`src/rtl/bmsp_pkg.sv`:
```
`timescale 1ns / 1ps
// shared constants, codes and types of the battery monitor spi slave
package bmsp_pkg;

   localparam int CHIP_COUNT    = 8;
   localparam int CELL_CHANNELS = 12;
   localparam int AUX_CHANNELS  = 6;
   localparam int CFG_DEPTH     = CHIP_COUNT * 6;
   localparam int CELL_DEPTH    = CHIP_COUNT * CELL_CHANNELS;
   localparam int AUX_DEPTH     = CHIP_COUNT * AUX_CHANNELS;
   localparam int CFG_AW        = $clog2(CFG_DEPTH);
   localparam int CELL_AW       = $clog2(CELL_DEPTH);
   localparam int AUX_AW        = $clog2(AUX_DEPTH);
   localparam int WIN_AW        = 10;

   localparam logic [WIN_AW-1:0] CELL_BASE = WIN_AW'(CFG_DEPTH);
   localparam logic [WIN_AW-1:0] AUX_BASE  = WIN_AW'(CFG_DEPTH + 2 * CELL_DEPTH);
   localparam logic [WIN_AW-1:0] WIN_END   = WIN_AW'(CFG_DEPTH + 2 * CELL_DEPTH + 2 * AUX_DEPTH);

   localparam logic [1:0] ITEM_BYTE      = 2'd0;
   localparam logic [1:0] ITEM_TICK      = 2'd1;
   localparam logic [1:0] ITEM_LOAD_CELL = 2'd2;
   localparam logic [1:0] ITEM_LOAD_AUX  = 2'd3;

   localparam logic [2:0] ERR_NONE      = 3'd0;
   localparam logic [2:0] ERR_PEC       = 3'd1;
   localparam logic [2:0] ERR_ADDR      = 3'd2;
   localparam logic [2:0] ERR_CMD       = 3'd3;
   localparam logic [2:0] ERR_NOT_READY = 3'd4;

   localparam logic [1:0] CSR_CELL_CODE = 2'd0;
   localparam logic [1:0] CSR_AUX_CODE  = 2'd1;
   localparam logic [1:0] CSR_CONV_MS   = 2'd2;

   localparam logic [1:0] PH_CMD  = 2'd0;
   localparam logic [1:0] PH_RECV = 2'd1;
   localparam logic [1:0] PH_SEND = 2'd2;

   localparam logic [15:0] CLR_CELL_CMD = 16'h0711;
   localparam logic [15:0] CLR_AUX_CMD  = 16'h0712;
   localparam logic [7:0]  ADDR_MIN     = 8'h80;
   localparam logic [7:0]  OP_WRCFG     = 8'h01;
   localparam logic [7:0]  OP_RDCFG     = 8'h02;
   localparam logic [7:0]  OP_CELL_LO   = 8'h04;
   localparam logic [7:0]  OP_CELL_HI   = 8'h0A;
   localparam logic [7:0]  OP_AUX_LO    = 8'h0C;
   localparam logic [7:0]  OP_AUX_HI    = 8'h0E;

   localparam logic [14:0] PEC_SEED = 15'd16;
   localparam logic [14:0] PEC_POLY = 15'h4599;

   typedef struct packed {
      logic       init;
      logic       go;
      logic [7:0] data;
   } crc_ctl_type;

   typedef struct packed {
      logic        busy;
      logic [14:0] rem;
   } crc_sts_type;

endpackage

```
`src/rtl/bmsp_ram.sv`:
```
`timescale 1ns / 1ps
// generic single write port ram with registered read
module bmsp_ram #(
   parameter int WIDTH = 8,
   parameter int DEPTH = 48
) (
   input  logic                     clock,
   input  logic                     wr_en,
   input  logic [$clog2(DEPTH)-1:0] wr_addr,
   input  logic [WIDTH-1:0]         wr_data,
   input  logic [$clog2(DEPTH)-1:0] rd_addr,
   output logic [WIDTH-1:0]         rd_data
);
   logic [WIDTH-1:0] mem_ff [DEPTH];
   logic [WIDTH-1:0] rd_data_ff;

   always_ff @(posedge clock) begin
      if (wr_en) begin
         mem_ff[wr_addr] <= wr_data;
      end
      rd_data_ff <= mem_ff[rd_addr];
   end

   assign rd_data = rd_data_ff;
endmodule

```
`src/rtl/bmsp_crc.sv`:
```
`timescale 1ns / 1ps
// bit-serial pec15 unit; busy while it shifts in a byte
module bmsp_crc (
   input  logic                  clock,
   input  logic                  reset,
   input  bmsp_pkg::crc_ctl_type ctl,
   output bmsp_pkg::crc_sts_type sts
);
   import bmsp_pkg::*;

   logic [14:0] rem_ff, rem_in;
   logic [7:0]  data_ff, data_in;
   logic [2:0]  cnt_ff, cnt_in;
   logic        busy_ff, busy_in;
   logic        fb;

   always_comb begin
      rem_in  = rem_ff;
      data_in = data_ff;
      cnt_in  = cnt_ff;
      busy_in = busy_ff;
      fb      = data_ff[7] ^ rem_ff[14];
      if (ctl.init) begin
         rem_in = PEC_SEED;
      end
      if (ctl.go) begin
         data_in = ctl.data;
         cnt_in  = 3'd0;
         busy_in = 1'b1;
      end else if (busy_ff) begin
         rem_in  = {rem_ff[13:0], 1'b0} ^ (fb ? PEC_POLY : 15'd0);
         data_in = {data_ff[6:0], 1'b0};
         cnt_in  = cnt_ff + 3'd1;
         if (cnt_ff == 3'd7) begin
            busy_in = 1'b0;
         end
      end
   end

   always_ff @(posedge clock) begin
      if (reset) begin
         busy_ff <= 1'b0;
         cnt_ff  <= 3'd0;
      end else begin
         busy_ff <= busy_in;
         cnt_ff  <= cnt_in;
      end
   end

   always_ff @(posedge clock) begin
      rem_ff  <= rem_in;
      data_ff <= data_in;
   end

   assign sts.busy = busy_ff;
   assign sts.rem  = rem_ff;
endmodule

```
`src/rtl/battery_monitor_spi_slave.sv`:
```
`timescale 1ns / 1ps
// battery monitor spi slave: frame sequencer, measurement stores and pec unit
// tick and load items run in S_EXEC, plain serial bytes in S_EXEC or, to send a window byte, S_EXEC, S_SRD, S_SRDW
// a frame-closing command byte runs the command pec through the bit-serial crc unit
// (S_CPHI, S_CPW1, S_CPW2, S_DEC); a read command adds six window bytes, each read and then fed to the crc
// one transaction at a time, busy high until its result strobe; results cannot be stalled
// synchronous reset clears control state and the configuration and store valid bits, and restores the csr defaults
module battery_monitor_spi_slave (
   input  logic        clock,
   input  logic        reset,
   input  logic        start,
   output logic        busy,
   input  logic [1:0]  req_command,
   input  logic [7:0]  req_mosi_byte,
   input  logic [3:0]  req_chip_index,
   input  logic [3:0]  req_channel_index,
   input  logic [15:0] req_sample_value,
   output logic        rsp_valid,
   output logic        rsp_miso_valid,
   output logic [7:0]  rsp_miso_byte,
   output logic [2:0]  rsp_error_code,
   output logic        rsp_command_done,
   input  logic        csr_valid,
   output logic        csr_ready,
   input  logic [1:0]  csr_index,
   input  logic [15:0] csr_data
);
   import bmsp_pkg::*;

   localparam logic [3:0] S_IDLE = 4'd0;
   localparam logic [3:0] S_EXEC = 4'd1;
   localparam logic [3:0] S_SRD  = 4'd2;
   localparam logic [3:0] S_SRDW = 4'd3;
   localparam logic [3:0] S_CPHI = 4'd4;
   localparam logic [3:0] S_CPW1 = 4'd5;
   localparam logic [3:0] S_CPW2 = 4'd6;
   localparam logic [3:0] S_DEC  = 4'd7;
   localparam logic [3:0] S_WRD  = 4'd8;
   localparam logic [3:0] S_WRDW = 4'd9;
   localparam logic [3:0] S_WCRC = 4'd10;

   localparam logic [1:0] RG_CFG  = 2'd0;
   localparam logic [1:0] RG_CELL = 2'd1;
   localparam logic [1:0] RG_AUX  = 2'd2;
   localparam logic [1:0] RG_NONE = 2'd3;

   logic [3:0]  state_ff, state_in;
   logic [1:0]  item_ff, item_in;
   logic [7:0]  byte_ff, byte_in;
   logic [3:0]  chip_ff, chip_in;
   logic [3:0]  chan_ff, chan_in;
   logic [15:0] sample_ff, sample_in;
   logic [1:0]  phase_ff, phase_in;
   logic [2:0]  pos_ff, pos_in;
   logic        inpec_ff, inpec_in;
   logic [15:0] cmdbuf_ff, cmdbuf_in;
   logic [15:0] pec_ff, pec_in;
   logic [WIN_AW-1:0] wb_ff, wb_in;
   logic [2:0]  cnt_ff, cnt_in;
   logic [7:0]  cell_wait_ff, cell_wait_in;
   logic [7:0]  aux_wait_ff, aux_wait_in;
   logic [CFG_DEPTH-1:0]  cfg_vld_ff, cfg_vld_in;
   logic [CELL_DEPTH-1:0] cell_vld_ff, cell_vld_in;
   logic [AUX_DEPTH-1:0]  aux_vld_ff, aux_vld_in;
   logic [15:0] cell_code_ff, cell_code_in;
   logic [15:0] aux_code_ff, aux_code_in;
   logic [7:0]  conv_ms_ff, conv_ms_in;
   logic        rsp_valid_ff, rsp_valid_in;
   logic        rsp_mv_ff, rsp_mv_in;
   logic [7:0]  rsp_byte_ff, rsp_byte_in;
   logic [2:0]  rsp_err_ff, rsp_err_in;
   logic        rsp_done_ff, rsp_done_in;
   logic [1:0]  rd_region_ff, rd_region_in;
   logic        rd_sel_ff, rd_sel_in;
   logic        rd_vld_ff, rd_vld_in;

   logic [2:0]        rd_idx;
   logic [WIN_AW-1:0] win_addr, cell_off, aux_off, recv_addr;
   logic [CFG_AW-1:0] cfg_raddr, cfg_waddr;
   logic [CELL_AW-1:0] cell_raddr, cell_waddr;
   logic [AUX_AW-1:0] aux_raddr, aux_waddr;
   logic [7:0]  cell_lidx, aux_lidx;
   logic        cfg_we, cell_we, aux_we;
   logic [7:0]  cfg_rdata;
   logic [15:0] cell_rdata, aux_rdata;
   logic [7:0]  win_byte;
   logic        cell_load_ok, aux_load_ok;
   logic        adv, finish;
   logic [2:0]  pos_next, limit;
   logic [7:0]  cmd_hi, cmd_lo;
   logic [3:0]  ic;
   logic [2:0]  op_cell, op_aux;
   logic [WIN_AW-1:0] cfg_base, cell_base, aux_base;
   bmsp_pkg::crc_ctl_type crc_ctl;
   bmsp_pkg::crc_sts_type crc_sts;

   bmsp_crc u_crc (
      .clock (clock),
      .reset (reset),
      .ctl   (crc_ctl),
      .sts   (crc_sts)
   );

   bmsp_ram #(.WIDTH(8), .DEPTH(CFG_DEPTH)) u_cfg_ram (
      .clock   (clock),
      .wr_en   (cfg_we),
      .wr_addr (cfg_waddr),
      .wr_data (byte_ff),
      .rd_addr (cfg_raddr),
      .rd_data (cfg_rdata)
   );

   bmsp_ram #(.WIDTH(16), .DEPTH(CELL_DEPTH)) u_cell_ram (
      .clock   (clock),
      .wr_en   (cell_we),
      .wr_addr (cell_waddr),
      .wr_data (sample_ff),
      .rd_addr (cell_raddr),
      .rd_data (cell_rdata)
   );

   bmsp_ram #(.WIDTH(16), .DEPTH(AUX_DEPTH)) u_aux_ram (
      .clock   (clock),
      .wr_en   (aux_we),
      .wr_addr (aux_waddr),
      .wr_data (sample_ff),
      .rd_addr (aux_raddr),
      .rd_data (aux_rdata)
   );

   // window read address and region
   always_comb begin
      rd_idx     = (state_ff == S_SRD) ? pos_ff : cnt_ff;
      win_addr   = wb_ff + WIN_AW'(rd_idx);
      cell_off   = win_addr - CELL_BASE;
      aux_off    = win_addr - AUX_BASE;
      cfg_raddr  = win_addr[CFG_AW-1:0];
      cell_raddr = cell_off[CELL_AW:1];
      aux_raddr  = aux_off[AUX_AW:1];
      rd_sel_in  = 1'b0;
      rd_vld_in  = 1'b0;
      if (win_addr < CELL_BASE) begin
         rd_region_in = RG_CFG;
      end else if (win_addr < AUX_BASE) begin
         rd_region_in = RG_CELL;
      end else if (win_addr < WIN_END) begin
         rd_region_in = RG_AUX;
      end else begin
         rd_region_in = RG_NONE;
      end
      case (rd_region_in)
         RG_CFG: begin
            rd_vld_in = cfg_vld_ff[cfg_raddr];
         end
         RG_CELL: begin
            rd_vld_in = cell_vld_ff[cell_raddr];
            rd_sel_in = cell_off[0];
         end
         RG_AUX: begin
            rd_vld_in = aux_vld_ff[aux_raddr];
            rd_sel_in = aux_off[0];
         end
         default: begin
            rd_vld_in = 1'b0;
         end
      endcase
   end

   always_comb begin
      case (rd_region_ff)
         RG_CFG:  win_byte = rd_vld_ff ? cfg_rdata : 8'd0;
         RG_CELL: win_byte = !rd_vld_ff ? 8'd0 : (rd_sel_ff ? cell_rdata[15:8] : cell_rdata[7:0]);
         RG_AUX:  win_byte = !rd_vld_ff ? 8'd0 : (rd_sel_ff ? aux_rdata[15:8] : aux_rdata[7:0]);
         default: win_byte = 8'd0;
      endcase
   end

   // write addresses
   always_comb begin
      recv_addr    = wb_ff + WIN_AW'(pos_ff);
      cfg_waddr    = recv_addr[CFG_AW-1:0];
      cell_lidx    = 8'({chip_ff, 3'b000}) + 8'({chip_ff, 2'b00}) + 8'(chan_ff);
      aux_lidx     = 8'({chip_ff, 2'b00}) + 8'({chip_ff, 1'b0}) + 8'(chan_ff);
      cell_waddr   = cell_lidx[CELL_AW-1:0];
      aux_waddr    = aux_lidx[AUX_AW-1:0];
      cell_load_ok = ({1'b0, chip_ff} < 5'(CHIP_COUNT)) && (chan_ff < 4'(CELL_CHANNELS));
      aux_load_ok  = ({1'b0, chip_ff} < 5'(CHIP_COUNT)) && (chan_ff < 4'(AUX_CHANNELS));
   end

   // command decode fields
   always_comb begin
      cmd_hi    = cmdbuf_ff[15:8];
      cmd_lo    = cmdbuf_ff[7:0];
      ic        = cmd_hi[6:3];
      op_cell   = 3'(cmd_lo[3:0] - 4'(OP_CELL_LO));
      op_aux    = 3'(cmd_lo[3:0] - 4'(OP_AUX_LO));
      cfg_base  = WIN_AW'({ic, 2'b00}) + WIN_AW'({ic, 1'b0});
      cell_base = CELL_BASE + WIN_AW'({cfg_base, 2'b00})
                  + WIN_AW'({op_cell, 1'b0}) + WIN_AW'(op_cell);
      aux_base  = AUX_BASE + WIN_AW'({cfg_base, 1'b0})
                  + WIN_AW'({op_aux, 1'b0}) + WIN_AW'(op_aux);
      pos_next  = pos_ff + 3'd1;
      limit     = (phase_ff == PH_CMD) ? 3'd2 : 3'd6;
   end

   // sequencer
   always_comb begin
      state_in     = state_ff;
      item_in      = item_ff;
      byte_in      = byte_ff;
      chip_in      = chip_ff;
      chan_in      = chan_ff;
      sample_in    = sample_ff;
      phase_in     = phase_ff;
      pos_in       = pos_ff;
      inpec_in     = inpec_ff;
      cmdbuf_in    = cmdbuf_ff;
      pec_in       = pec_ff;
      wb_in        = wb_ff;
      cnt_in       = cnt_ff;
      cell_wait_in = cell_wait_ff;
      aux_wait_in  = aux_wait_ff;
      cfg_vld_in   = cfg_vld_ff;
      cell_vld_in  = cell_vld_ff;
      aux_vld_in   = aux_vld_ff;
      cell_code_in = cell_code_ff;
      aux_code_in  = aux_code_ff;
      conv_ms_in   = conv_ms_ff;
      rsp_mv_in    = rsp_mv_ff;
      rsp_byte_in  = rsp_byte_ff;
      rsp_err_in   = rsp_err_ff;
      rsp_done_in  = rsp_done_ff;
      cfg_we       = 1'b0;
      cell_we      = 1'b0;
      aux_we       = 1'b0;
      crc_ctl      = '0;
      adv          = 1'b0;
      finish       = 1'b0;

      if (csr_valid && csr_ready) begin
         case (csr_index)
            CSR_CELL_CODE: cell_code_in = csr_data;
            CSR_AUX_CODE:  aux_code_in  = csr_data;
            CSR_CONV_MS:   conv_ms_in   = csr_data[7:0];
            default:       conv_ms_in   = conv_ms_ff;
         endcase
      end

      case (state_ff)
         S_IDLE: begin
            if (start) begin
               item_in     = req_command;
               byte_in     = req_mosi_byte;
               chip_in     = req_chip_index;
               chan_in     = req_channel_index;
               sample_in   = req_sample_value;
               rsp_mv_in   = 1'b0;
               rsp_byte_in = 8'd0;
               rsp_err_in  = ERR_NONE;
               rsp_done_in = 1'b0;
               state_in    = S_EXEC;
            end
         end
         S_EXEC: begin
            case (item_ff)
               ITEM_TICK: begin
                  if (cell_wait_ff != 8'd0) begin
                     cell_wait_in = cell_wait_ff - 8'd1;
                  end
                  if (aux_wait_ff != 8'd0) begin
                     aux_wait_in = aux_wait_ff - 8'd1;
                  end
                  finish = 1'b1;
               end
               ITEM_LOAD_CELL: begin
                  if (cell_load_ok) begin
                     cell_we                 = 1'b1;
                     cell_vld_in[cell_waddr] = 1'b1;
                  end
                  finish = 1'b1;
               end
               ITEM_LOAD_AUX: begin
                  if (aux_load_ok) begin
                     aux_we                = 1'b1;
                     aux_vld_in[aux_waddr] = 1'b1;
                  end
                  finish = 1'b1;
               end
               default: begin
                  if (phase_ff == PH_SEND) begin
                     rsp_mv_in = 1'b1;
                     if (inpec_ff) begin
                        rsp_byte_in = (pos_ff == 3'd0) ? pec_ff[15:8] : pec_ff[7:0];
                        adv         = 1'b1;
                     end else begin
                        state_in = S_SRD;
                     end
                  end else begin
                     if (inpec_ff) begin
                        if (pos_ff == 3'd0) begin
                           pec_in[15:8] = byte_ff;
                        end else begin
                           pec_in[7:0] = byte_ff;
                        end
                     end else if (phase_ff == PH_CMD) begin
                        if (pos_ff == 3'd0) begin
                           cmdbuf_in[15:8] = byte_ff;
                        end else begin
                           cmdbuf_in[7:0] = byte_ff;
                        end
                     end else if (recv_addr < CELL_BASE) begin
                        cfg_we                = 1'b1;
                        cfg_vld_in[cfg_waddr] = 1'b1;
                     end
                     adv = 1'b1;
                  end
               end
            endcase
         end
         S_SRD: begin
            state_in = S_SRDW;
         end
         S_SRDW: begin
            rsp_byte_in = win_byte;
            adv         = 1'b1;
         end
         S_CPHI: begin
            crc_ctl.go   = 1'b1;
            crc_ctl.data = cmdbuf_ff[15:8];
            state_in     = S_CPW1;
         end
         S_CPW1: begin
            if (!crc_sts.busy) begin
               crc_ctl.go   = 1'b1;
               crc_ctl.data = cmdbuf_ff[7:0];
               state_in     = S_CPW2;
            end
         end
         S_CPW2: begin
            if (!crc_sts.busy) begin
               state_in = S_DEC;
            end
         end
         S_DEC: begin
            finish = 1'b1;
            if ({crc_sts.rem, 1'b0} != pec_ff) begin
               rsp_err_in = ERR_PEC;
            end else if (cmdbuf_ff == cell_code_ff) begin
               cell_wait_in = conv_ms_ff;
            end else if (cmdbuf_ff == aux_code_ff) begin
               aux_wait_in = conv_ms_ff;
            end else if (cmdbuf_ff == CLR_CELL_CMD) begin
               cell_vld_in = '0;
            end else if (cmdbuf_ff == CLR_AUX_CMD) begin
               aux_vld_in = '0;
            end else if (cmd_hi < ADDR_MIN) begin
               rsp_err_in = ERR_ADDR;
            end else if ({1'b0, ic} >= 5'(CHIP_COUNT)) begin
               rsp_err_in = ERR_ADDR;
            end else if (cmd_lo == OP_WRCFG) begin
               phase_in = PH_RECV;
               wb_in    = cfg_base;
            end else if (cmd_lo == OP_RDCFG) begin
               phase_in     = PH_SEND;
               wb_in        = cfg_base;
               cnt_in       = 3'd0;
               crc_ctl.init = 1'b1;
               finish       = 1'b0;
               state_in     = S_WRD;
            end else if (cmd_lo inside {[OP_CELL_LO:OP_CELL_HI]}) begin
               if (cell_wait_ff != 8'd0) begin
                  rsp_err_in = ERR_NOT_READY;
               end else begin
                  phase_in     = PH_SEND;
                  wb_in        = cell_base;
                  cnt_in       = 3'd0;
                  crc_ctl.init = 1'b1;
                  finish       = 1'b0;
                  state_in     = S_WRD;
               end
            end else if (cmd_lo inside {[OP_AUX_LO:OP_AUX_HI]}) begin
               if (aux_wait_ff != 8'd0) begin
                  rsp_err_in = ERR_NOT_READY;
               end else begin
                  phase_in     = PH_SEND;
                  wb_in        = aux_base;
                  cnt_in       = 3'd0;
                  crc_ctl.init = 1'b1;
                  finish       = 1'b0;
                  state_in     = S_WRD;
               end
            end else begin
               rsp_err_in = ERR_CMD;
            end
         end
         S_WRD: begin
            state_in = S_WRDW;
         end
         S_WRDW: begin
            crc_ctl.go   = 1'b1;
            crc_ctl.data = win_byte;
            state_in     = S_WCRC;
         end
         S_WCRC: begin
            if (!crc_sts.busy) begin
               if (cnt_ff == 3'd5) begin
                  pec_in = {crc_sts.rem, 1'b0};
                  finish = 1'b1;
               end else begin
                  cnt_in   = cnt_ff + 3'd1;
                  state_in = S_WRD;
               end
            end
         end
         default: begin
            state_in = S_IDLE;
         end
      endcase

      if (adv) begin
         finish = 1'b1;
         if (!inpec_ff) begin
            if (pos_next >= limit) begin
               inpec_in = 1'b1;
               pos_in   = 3'd0;
            end else begin
               pos_in = pos_next;
            end
         end else if (pos_next >= 3'd2) begin
            phase_in = PH_CMD;
            pos_in   = 3'd0;
            inpec_in = 1'b0;
            wb_in    = '0;
            if (phase_ff == PH_CMD) begin
               rsp_done_in  = 1'b1;
               crc_ctl.init = 1'b1;
               finish       = 1'b0;
               state_in     = S_CPHI;
            end
         end else begin
            pos_in = pos_next;
         end
      end

      if (finish) begin
         state_in = S_IDLE;
      end
      rsp_valid_in = finish;
   end

   always_ff @(posedge clock) begin
      if (reset) begin
         state_ff     <= S_IDLE;
         phase_ff     <= PH_CMD;
         pos_ff       <= 3'd0;
         inpec_ff     <= 1'b0;
         cnt_ff       <= 3'd0;
         cell_wait_ff <= 8'd0;
         aux_wait_ff  <= 8'd0;
         cfg_vld_ff   <= '0;
         cell_vld_ff  <= '0;
         aux_vld_ff   <= '0;
         cell_code_ff <= 16'h0360;
         aux_code_ff  <= 16'h0560;
         conv_ms_ff   <= 8'd3;
         rsp_valid_ff <= 1'b0;
      end else begin
         state_ff     <= state_in;
         phase_ff     <= phase_in;
         pos_ff       <= pos_in;
         inpec_ff     <= inpec_in;
         cnt_ff       <= cnt_in;
         cell_wait_ff <= cell_wait_in;
         aux_wait_ff  <= aux_wait_in;
         cfg_vld_ff   <= cfg_vld_in;
         cell_vld_ff  <= cell_vld_in;
         aux_vld_ff   <= aux_vld_in;
         cell_code_ff <= cell_code_in;
         aux_code_ff  <= aux_code_in;
         conv_ms_ff   <= conv_ms_in;
         rsp_valid_ff <= rsp_valid_in;
      end
   end

   always_ff @(posedge clock) begin
      item_ff      <= item_in;
      byte_ff      <= byte_in;
      chip_ff      <= chip_in;
      chan_ff      <= chan_in;
      sample_ff    <= sample_in;
      cmdbuf_ff    <= cmdbuf_in;
      pec_ff       <= pec_in;
      wb_ff        <= wb_in;
      rsp_mv_ff    <= rsp_mv_in;
      rsp_byte_ff  <= rsp_byte_in;
      rsp_err_ff   <= rsp_err_in;
      rsp_done_ff  <= rsp_done_in;
      rd_region_ff <= rd_region_in;
      rd_sel_ff    <= rd_sel_in;
      rd_vld_ff    <= rd_vld_in;
   end

   assign busy             = (state_ff != S_IDLE);
   assign csr_ready        = 1'b1;
   assign rsp_valid        = rsp_valid_ff;
   assign rsp_miso_valid   = rsp_mv_ff;
   assign rsp_miso_byte    = rsp_byte_ff;
   assign rsp_error_code   = rsp_err_ff;
   assign rsp_command_done = rsp_done_ff;
endmodule

```
`config.mk`:
```
export PLATFORM = sky130hd
export DESIGN_NAME = battery_monitor_spi_slave
export DESIGN_NICKNAME = d
export VERILOG_FILES = /design/src/rtl/bmsp_pkg.sv /design/src/rtl/bmsp_ram.sv /design/src/rtl/bmsp_crc.sv /design/src/rtl/battery_monitor_spi_slave.sv
export SDC_FILE = /design/constraint.sdc
export NUM_CORES = 2
export LEC_CHECK = 0
export BUFFER_PORTS_ARGS = -buffer_cell sky130_fd_sc_hd__buf_2
export CAP_MARGIN = 20
export CORE_AREA = 2 2 646 648
export CTS_BUF_LIST = sky130_fd_sc_hd__clkbuf_4
export DETAILED_ROUTE_END_ITERATION = 8
export DIE_AREA = 0 0 648 650
export GPL_ROUTABILITY_DRIVEN = 0
export GPL_TIMING_DRIVEN = 0
export SKIP_LAST_GASP = 1
export SYNTH_ARGS = -nofsm -noshare
export SYNTH_HDL_FRONTEND = slang
export SYNTH_HIERARCHICAL = 1
export SYNTH_SLANG_ARGS = --single-unit
```
`constraint.sdc`:
```
create_clock -name clock -period 4.9 [get_ports clock]
set_input_delay 0.245 -clock clock [delete_from_list [all_inputs] [get_ports clock]]
set_output_delay 0.245 -clock clock [all_outputs]
set_load 0.02 [all_outputs]
```
* After elaboration in Yosys (flattened, before gate mapping)
Memories as Yosys holds them, arrays and structs flattened. A register that Yosys moved wholly into a read port is not among the register bits.
Index checks and enable logic that the tools add are counted.
** Cells by class
- $lt $le $gt $ge :: 24
- Multiplexer cells :: 244
- Bitwise logic cells :: 10
- Reductions and logical operators :: 43
- Add/subtract/negate cells :: 22
- Equality and inequality tests :: 69
** Operator list (count)
- $mux W96 :: 6
- $mux W48 :: 7
- $pmux W96 S2 :: 1
- $mux W8 :: 23
- $mux W10 :: 17
- $mux W3 :: 34
- $mux W4 :: 25
- $or A48 B48 Y48 :: 2
- $or A96 B96 Y96 :: 1
- $pmux W48 S2 :: 1
- $mux W1 :: 81
- $mux W16 :: 5
- $mux W15 :: 4
- $ne A2 B2 Y1 const B :: 29
- $pmux W8 S3 :: 2
- $pmux W4 S11 :: 1
- $add A10 B3 Y10 :: 4
- $mux W2 :: 19
- $eq A16 B11 Y1 const B :: 2
- $eq A16 B16 Y1 :: 2
- $pmux W16 S2 :: 1
- $pmux W8 S2 :: 2
- $lt A6 B7 Y1 const B :: 4
- $pmux W9 S3 :: 1
- other kinds (73) :: 138
** Storage, ports and cells
- Bits in writable memories :: 2688
- Memories :: 3
- Register bits :: 382
- Bits of input ports :: 56
- Logic and storage cells :: 450
- Output and inout port bits :: 16
** Memories
- u_cell_ram.mem_ff :: depth 96, bits a word 16, read ports 1, clocked after memory_dff 1, write ports 1, line bmsp_ram.sv:14 : logic [WIDTH-1:0] mem_ff [DEPTH];
- u_aux_ram.mem_ff :: depth 48, bits a word 16, read ports 1, clocked after memory_dff 1, write ports 1, line bmsp_ram.sv:14
- u_cfg_ram.mem_ff :: depth 48, bits a word 8, read ports 1, clocked after memory_dff 1, write ports 1, line bmsp_ram.sv:14

* Logic depth before layout (Yosys ltp)
- Word-level depth :: 21
- Mapped depth :: 22
- Mapped depth without buffers :: 21

* By module
Netlist, hierarchy kept.
** Modules (own cells, without submodules)
- bmsp_ram (u_cell_ram) :: seq. area each 46444.5 sq um, area each 59565.9 sq um, cells an instance 2684, instances 1
- bmsp_ram (u_aux_ram) :: seq. area each 23382.4 sq um, area each 30295.3 sq um, cells an instance 1500, instances 1
- battery_monitor_spi_slave :: seq. area each 7887.6 sq um, area each 17694.5 sq um, cells an instance 1886, instances 1
- bmsp_ram (u_cfg_ram) :: seq. area each 11691.2 sq um, area each 15334.7 sq um, cells an instance 790, instances 1
- bmsp_crc :: seq. area each 620.6 sq um, area each 1143.6 sq um, cells an instance 103, instances 1

* Worst setup path before layout
Ideal clock, no wire load.
- Path kind :: register to register
- Start point :: register state_ff[1]
- End point :: register rd_vld_ff
- Setup slack :: 0.005 ns
- Arrival time :: 4.764 ns
- Required time :: 4.769 ns
- Stages on the path, launching flop included :: 23
- Cells stage by stage :: dfxtp_1 > clkbuf_1 > nand2b_1 > nor3_1 > mux2_2 > ha_1 > inv_1 > fa_1 > nor2b_1 > o21ai_0 > xnor2_1 > clkinv_1 > ha_1 > nor2b_1 > o21ai_0 > a21o_1 > ha_1 > nand2b_1 > nor2_1 > o211ai_1 > a22oi_1 > o22ai_1 > nand4_1
** RTL lines
- start, declared :: line battery_monitor_spi_slave.sv:47 : logic [3:0] state_ff, state_in;
- start signal, assigned :: line battery_monitor_spi_slave.sv:468 : state_ff <= state_in;
- $eq A4 B2 Y1 :: line battery_monitor_spi_slave.sv:133 : rd_idx = (state_ff == S_SRD) ? pos_ff : cnt_ff;
- $mux W3 :: line battery_monitor_spi_slave.sv:133
- $add A10 B3 Y10 :: line battery_monitor_spi_slave.sv:134 : win_addr = wb_ff + WIN_AW'(rd_idx);
- via win_addr[4] :: line battery_monitor_spi_slave.sv:78 : logic [WIN_AW-1:0] win_addr, cell_off, aux_off, recv_addr;
- $sub A7 B7 Y7 :: line battery_monitor_spi_slave.sv:136 : aux_off = win_addr - AUX_BASE;
- via aux_off[4] :: line battery_monitor_spi_slave.sv:78
- $bmux W1 S6 :: line battery_monitor_spi_slave.sv:160 : rd_vld_in = aux_vld_ff[aux_raddr];
- $mux W1 (not written as such) :: line battery_monitor_spi_slave.sv:160
- $pmux W1 S3 :: line battery_monitor_spi_slave.sv:151 : case (rd_region_in)
- via rd_vld_in :: line battery_monitor_spi_slave.sv:75 : logic rd_vld_ff, rd_vld_in;
- end signal, assigned :: line battery_monitor_spi_slave.sv:500 : rd_vld_ff <= rd_vld_in;
- end, declared :: line battery_monitor_spi_slave.sv:75
The timed path passes the listed nets, and every way through them passes these cells. The select of a mux whose other input is x is not followed.
A chain may end at the register's enable or synchronous reset.

* Worst setup path in the final report
- Start point :: register chan_ff[3]
- End point :: memory u_cell_ram.mem_ff[24][3], enable pin
** RTL lines
- start, declared :: line battery_monitor_spi_slave.sv:51 : logic [3:0] chan_ff, chan_in;
- start signal, assigned :: line battery_monitor_spi_slave.sv:489 : chan_ff <= chan_in;
- $add A7 B4 Y7 :: line battery_monitor_spi_slave.sv:182 : cell_lidx = 8'({chip_ff, 3'b000}) + 8'({chip_ff, 2'b00}) + 8'(chan_ff);
- via cell_lidx[5] :: line battery_monitor_spi_slave.sv:82 : logic [7:0] cell_lidx, aux_lidx;
- end, declared :: line bmsp_ram.sv:14
The timed path passes the listed nets, and every way through them passes these cells.

==> flow_summary.json <==
{
  "setup_violations": 0,
  "maxCapViolations": 0,
  "drtIter0Drc": 9731,
  "slew_headroom_pct": 11.4,
  "die_x_um": 648,
  "numPortBuffers": 70,
  "drtAntennaViolNets": 0,
  "status": "complete, no violations",
  "place_ws_ns": -2.85,
  "synth_top_cell_area_share_pct": 67.2,
  "numCtsBuffers": 743,
  "wl_per_cell_um": 26.5,
  "max-clock-path-buffers": 4,
  "die_h_um": 650,
  "dieArea_sq_mm": 0.421,
  "cts_tree": "yes",
  "grt_util_all_layers_pct": 17.4,
  "synth.distinct_cells": 93,
  "antenna_found_initial": 24,
  "synth_largest_area_cell": "edfxtp_1",
  "synth-edff-count": 2774,
  "powerDensity_mw_per_mm2": 348,
  "row_count": 237,
  "fin_ws_ns": 0.0358,
  "fp.coreArea_sq_mm": 0.415,
  "first_pass_iters": 9,
  "final.min_clock_period_ns": 4.86,
  "synth-seq-cells": 3110,
  "grt_pass1_vias": 74600,
  "worst_slew_pin_slew_ns": 1.33,
  "crit_type": "flop to flop",
  "crit_required_ns": 5.84,
  "clkSlewWorstSetupHoldPaths_ns": 0.07,
  "synth-async-reset-ratio_pct": 0,
  "dp_hpwl_mm": 263,
  "final_layout_size_suffix_gt1_share_pct": 31.4,
  "yosysMostFrequentCell": "edfxtp_1",
  "vias_per_cell": 5.24,
  "worstPathArrival_ns": 5.80,
  "netlist_top_cells_area": "edfxtp_1, mux4_2, dfxtp_1",
  "grt_pass1_wl_mm": 533,
  "pin_count": 72,
  "netlist_area_sq_mm": 0.124,
  "syn_nets": 7086,
  "start_util_pct": 29.9,
  "ir_worst_vdd_v": 0.000211,
  "nets": 8396,
  "leakage_nw": 51.0,
  "finalSetupTns_ns": 0,
  "wl_mm": 379,
  "critPathMaxFanout": 10,
  "clk_latency_ns": 1.47,
  "start_kind": "flop",
  "ys_seq_area_share_pct": 72.6,
  "cts.sinks": 3110,
  "syn_avg_cell_area_sq_um": 17.8,
  "end_kind": "flop",
  "drv_slew": 0,
  "synth_cells": 6963,
  "hold_slack_ns": 0.181,
  "vias": 75000,
  "rsz0062_at_grt": "yes",
  "ys_top_cells_by_count": "edfxtp_1, mux2i_1, mux4_2",
  "hold_class": "primary input to flop",
  "hold_viol": 0,
  "grt_overflow": 0,
  "root_buffer": "clkbuf_4",
  "finalCritPeriodShare_pct": 99.3,
  "area_growth_pct": 22.1,
  "max_freq_ghz": 0.206,
  "drc": 0,
  "htreeDepth": 6,
  "clock_skew_ns": 0.268,
  "grt_max_degree": 35,
  "synthFlopType": "edfxtp_1",
  "ys_warn_count": 6
}
-- critical path, cell delays in order (launching register included) --
cell      delay, ns
edfxtp_1       0.62
fa_1           0.51
ha_1           0.24
fa_1           0.42
xnor2_2        0.34
inv_1          0.33
nor2_1         0.41
nand3_1        0.53
nor2_2         0.70
buf_8          0.24
-- registers in the layout, summed over array words and instances, names as in the netlist, 10 cells and up --
register / count
u_cell_ram/mem_ff: 1536
u_aux_ram/mem_ff: 768
u_cfg_ram/mem_ff: 384
cell_vld_ff: 96
aux_vld_ff: 48
cfg_vld_ff: 48
aux_code_ff: 16
cell_code_ff: 16
cmdbuf_ff: 16
pec_ff: 16
sample_ff: 16
u_aux_ram/rd_data: 16
u_cell_ram/rd_data: 16
u_crc/rem_ff: 15
wb_ff: 10
-- power by group --
part	leakage [nW]	total, mW	internal, mW	switching, mW
sequential	27.7	29.2	29.1	0.170
combinational	17.9	2.48	0.868	1.62
clock	5.51	21.0	10.7	10.3
-- kinds of logic (layout without fill, tap and decap cells) --
logic type | Yosys count | after routing | synth area share [%]
simple gates | 1185 | 1185 | 4.44
other cells | 1 | 13 | 0.00302
mux | 1084 | 1084 | 14.2
fa+ha+maj | 67 | 67 | 0.742
buf+inv | 494 | 2336 | 2.10
xor+xnor | 91 | 91 | 0.669
flops | 3110 | 3110 | 72.6
compound gates | 931 | 931 | 5.26
-- final timing paths --
path              cells past startpoint                        to  slack (ns)                 start
setup / recovery                      9  u_cell_ram/mem_ff[24][3]        0.04            chan_ff[3]
hold / removal                        3             sample_ff[14]        0.18  req_sample_value[14]
hold reg to reg                       2            aux_vld_ff[44]        0.45        aux_vld_ff[44]
setup reg to reg                      9  u_cell_ram/mem_ff[24][3]        0.04            chan_ff[3]
-- layout by cell type (no fill, tap or decap), types with 36 or more instances in the layout --
cell,count
nand3b_1,36
mux4_2,527
nand2b_1,52
a221oi_1,49
nor2b_1,50
nor2_2,127
clkinv_1,139
dlygate4sd3_1,144
nand3_1,71
nor2_1,277
buf_6,89
o21ai_0,66
mux2i_1,495
buf_4,101
dfxtp_1,335
a21oi_1,255
buf_16,143
clkbuf_4,1105
clkbuf_2,38
xor2_1,47
a22o_1,50
edfxtp_1,2774
nor3_1,44
ha_1,53
buf_8,143
nand2_1,344
o22ai_1,65
buf_2,114
clkbuf_1,95
inv_1,97
a22oi_1,146
-- per-layer routing --
layer  vias up  global-route usage [%]  wire length, um
li1      31000                       -                -
met1     38500                    22.1           145000
met2      4500                    27.5           176000
met3       967                    5.03            40500
met4        18                    7.93            18000
met5         -                       0              137
-- what timing repair did --
item                       in CTS  in global routing
cloned                          4                  0
setup endpoints to repair     110                876
gates resized for setup       560                112
setup buffers                  44                 16
hold buffers                  144                  0
pin swaps                      17                 20
hold endpoints to repair      305                  0
-- per-stage QoR --
stage                     total power [mW]  instance area (sq um)  util (%)  cells
after floorplan                       30.8                 124000         -   6963
after global placement                31.7                 131000      31.6  12500
after detailed placement              32.1                 137000      33.1  12800
after CTS                             53.1                 151000      36.4  14300
after global routing                  54.6                 151000      36.5  14300
final                                 52.8                 152000      36.5  14300
-- layout make-up --
cell class / instances / area [sq um]
clock buffers: 1086 / 8150
multi-input cells: 3359 / 33300
diodes: 12 / 30.0
well taps: 5497 / 6880
plain buffers: 385 / 3470
repair buffers: 570 / 8090
fillers: 38200 / 263000
flip-flops and latches: 3110 / 90000
inverters: 104 / 419
clock inverters: 191 / 1130
(Power assumes the default switching activity.)
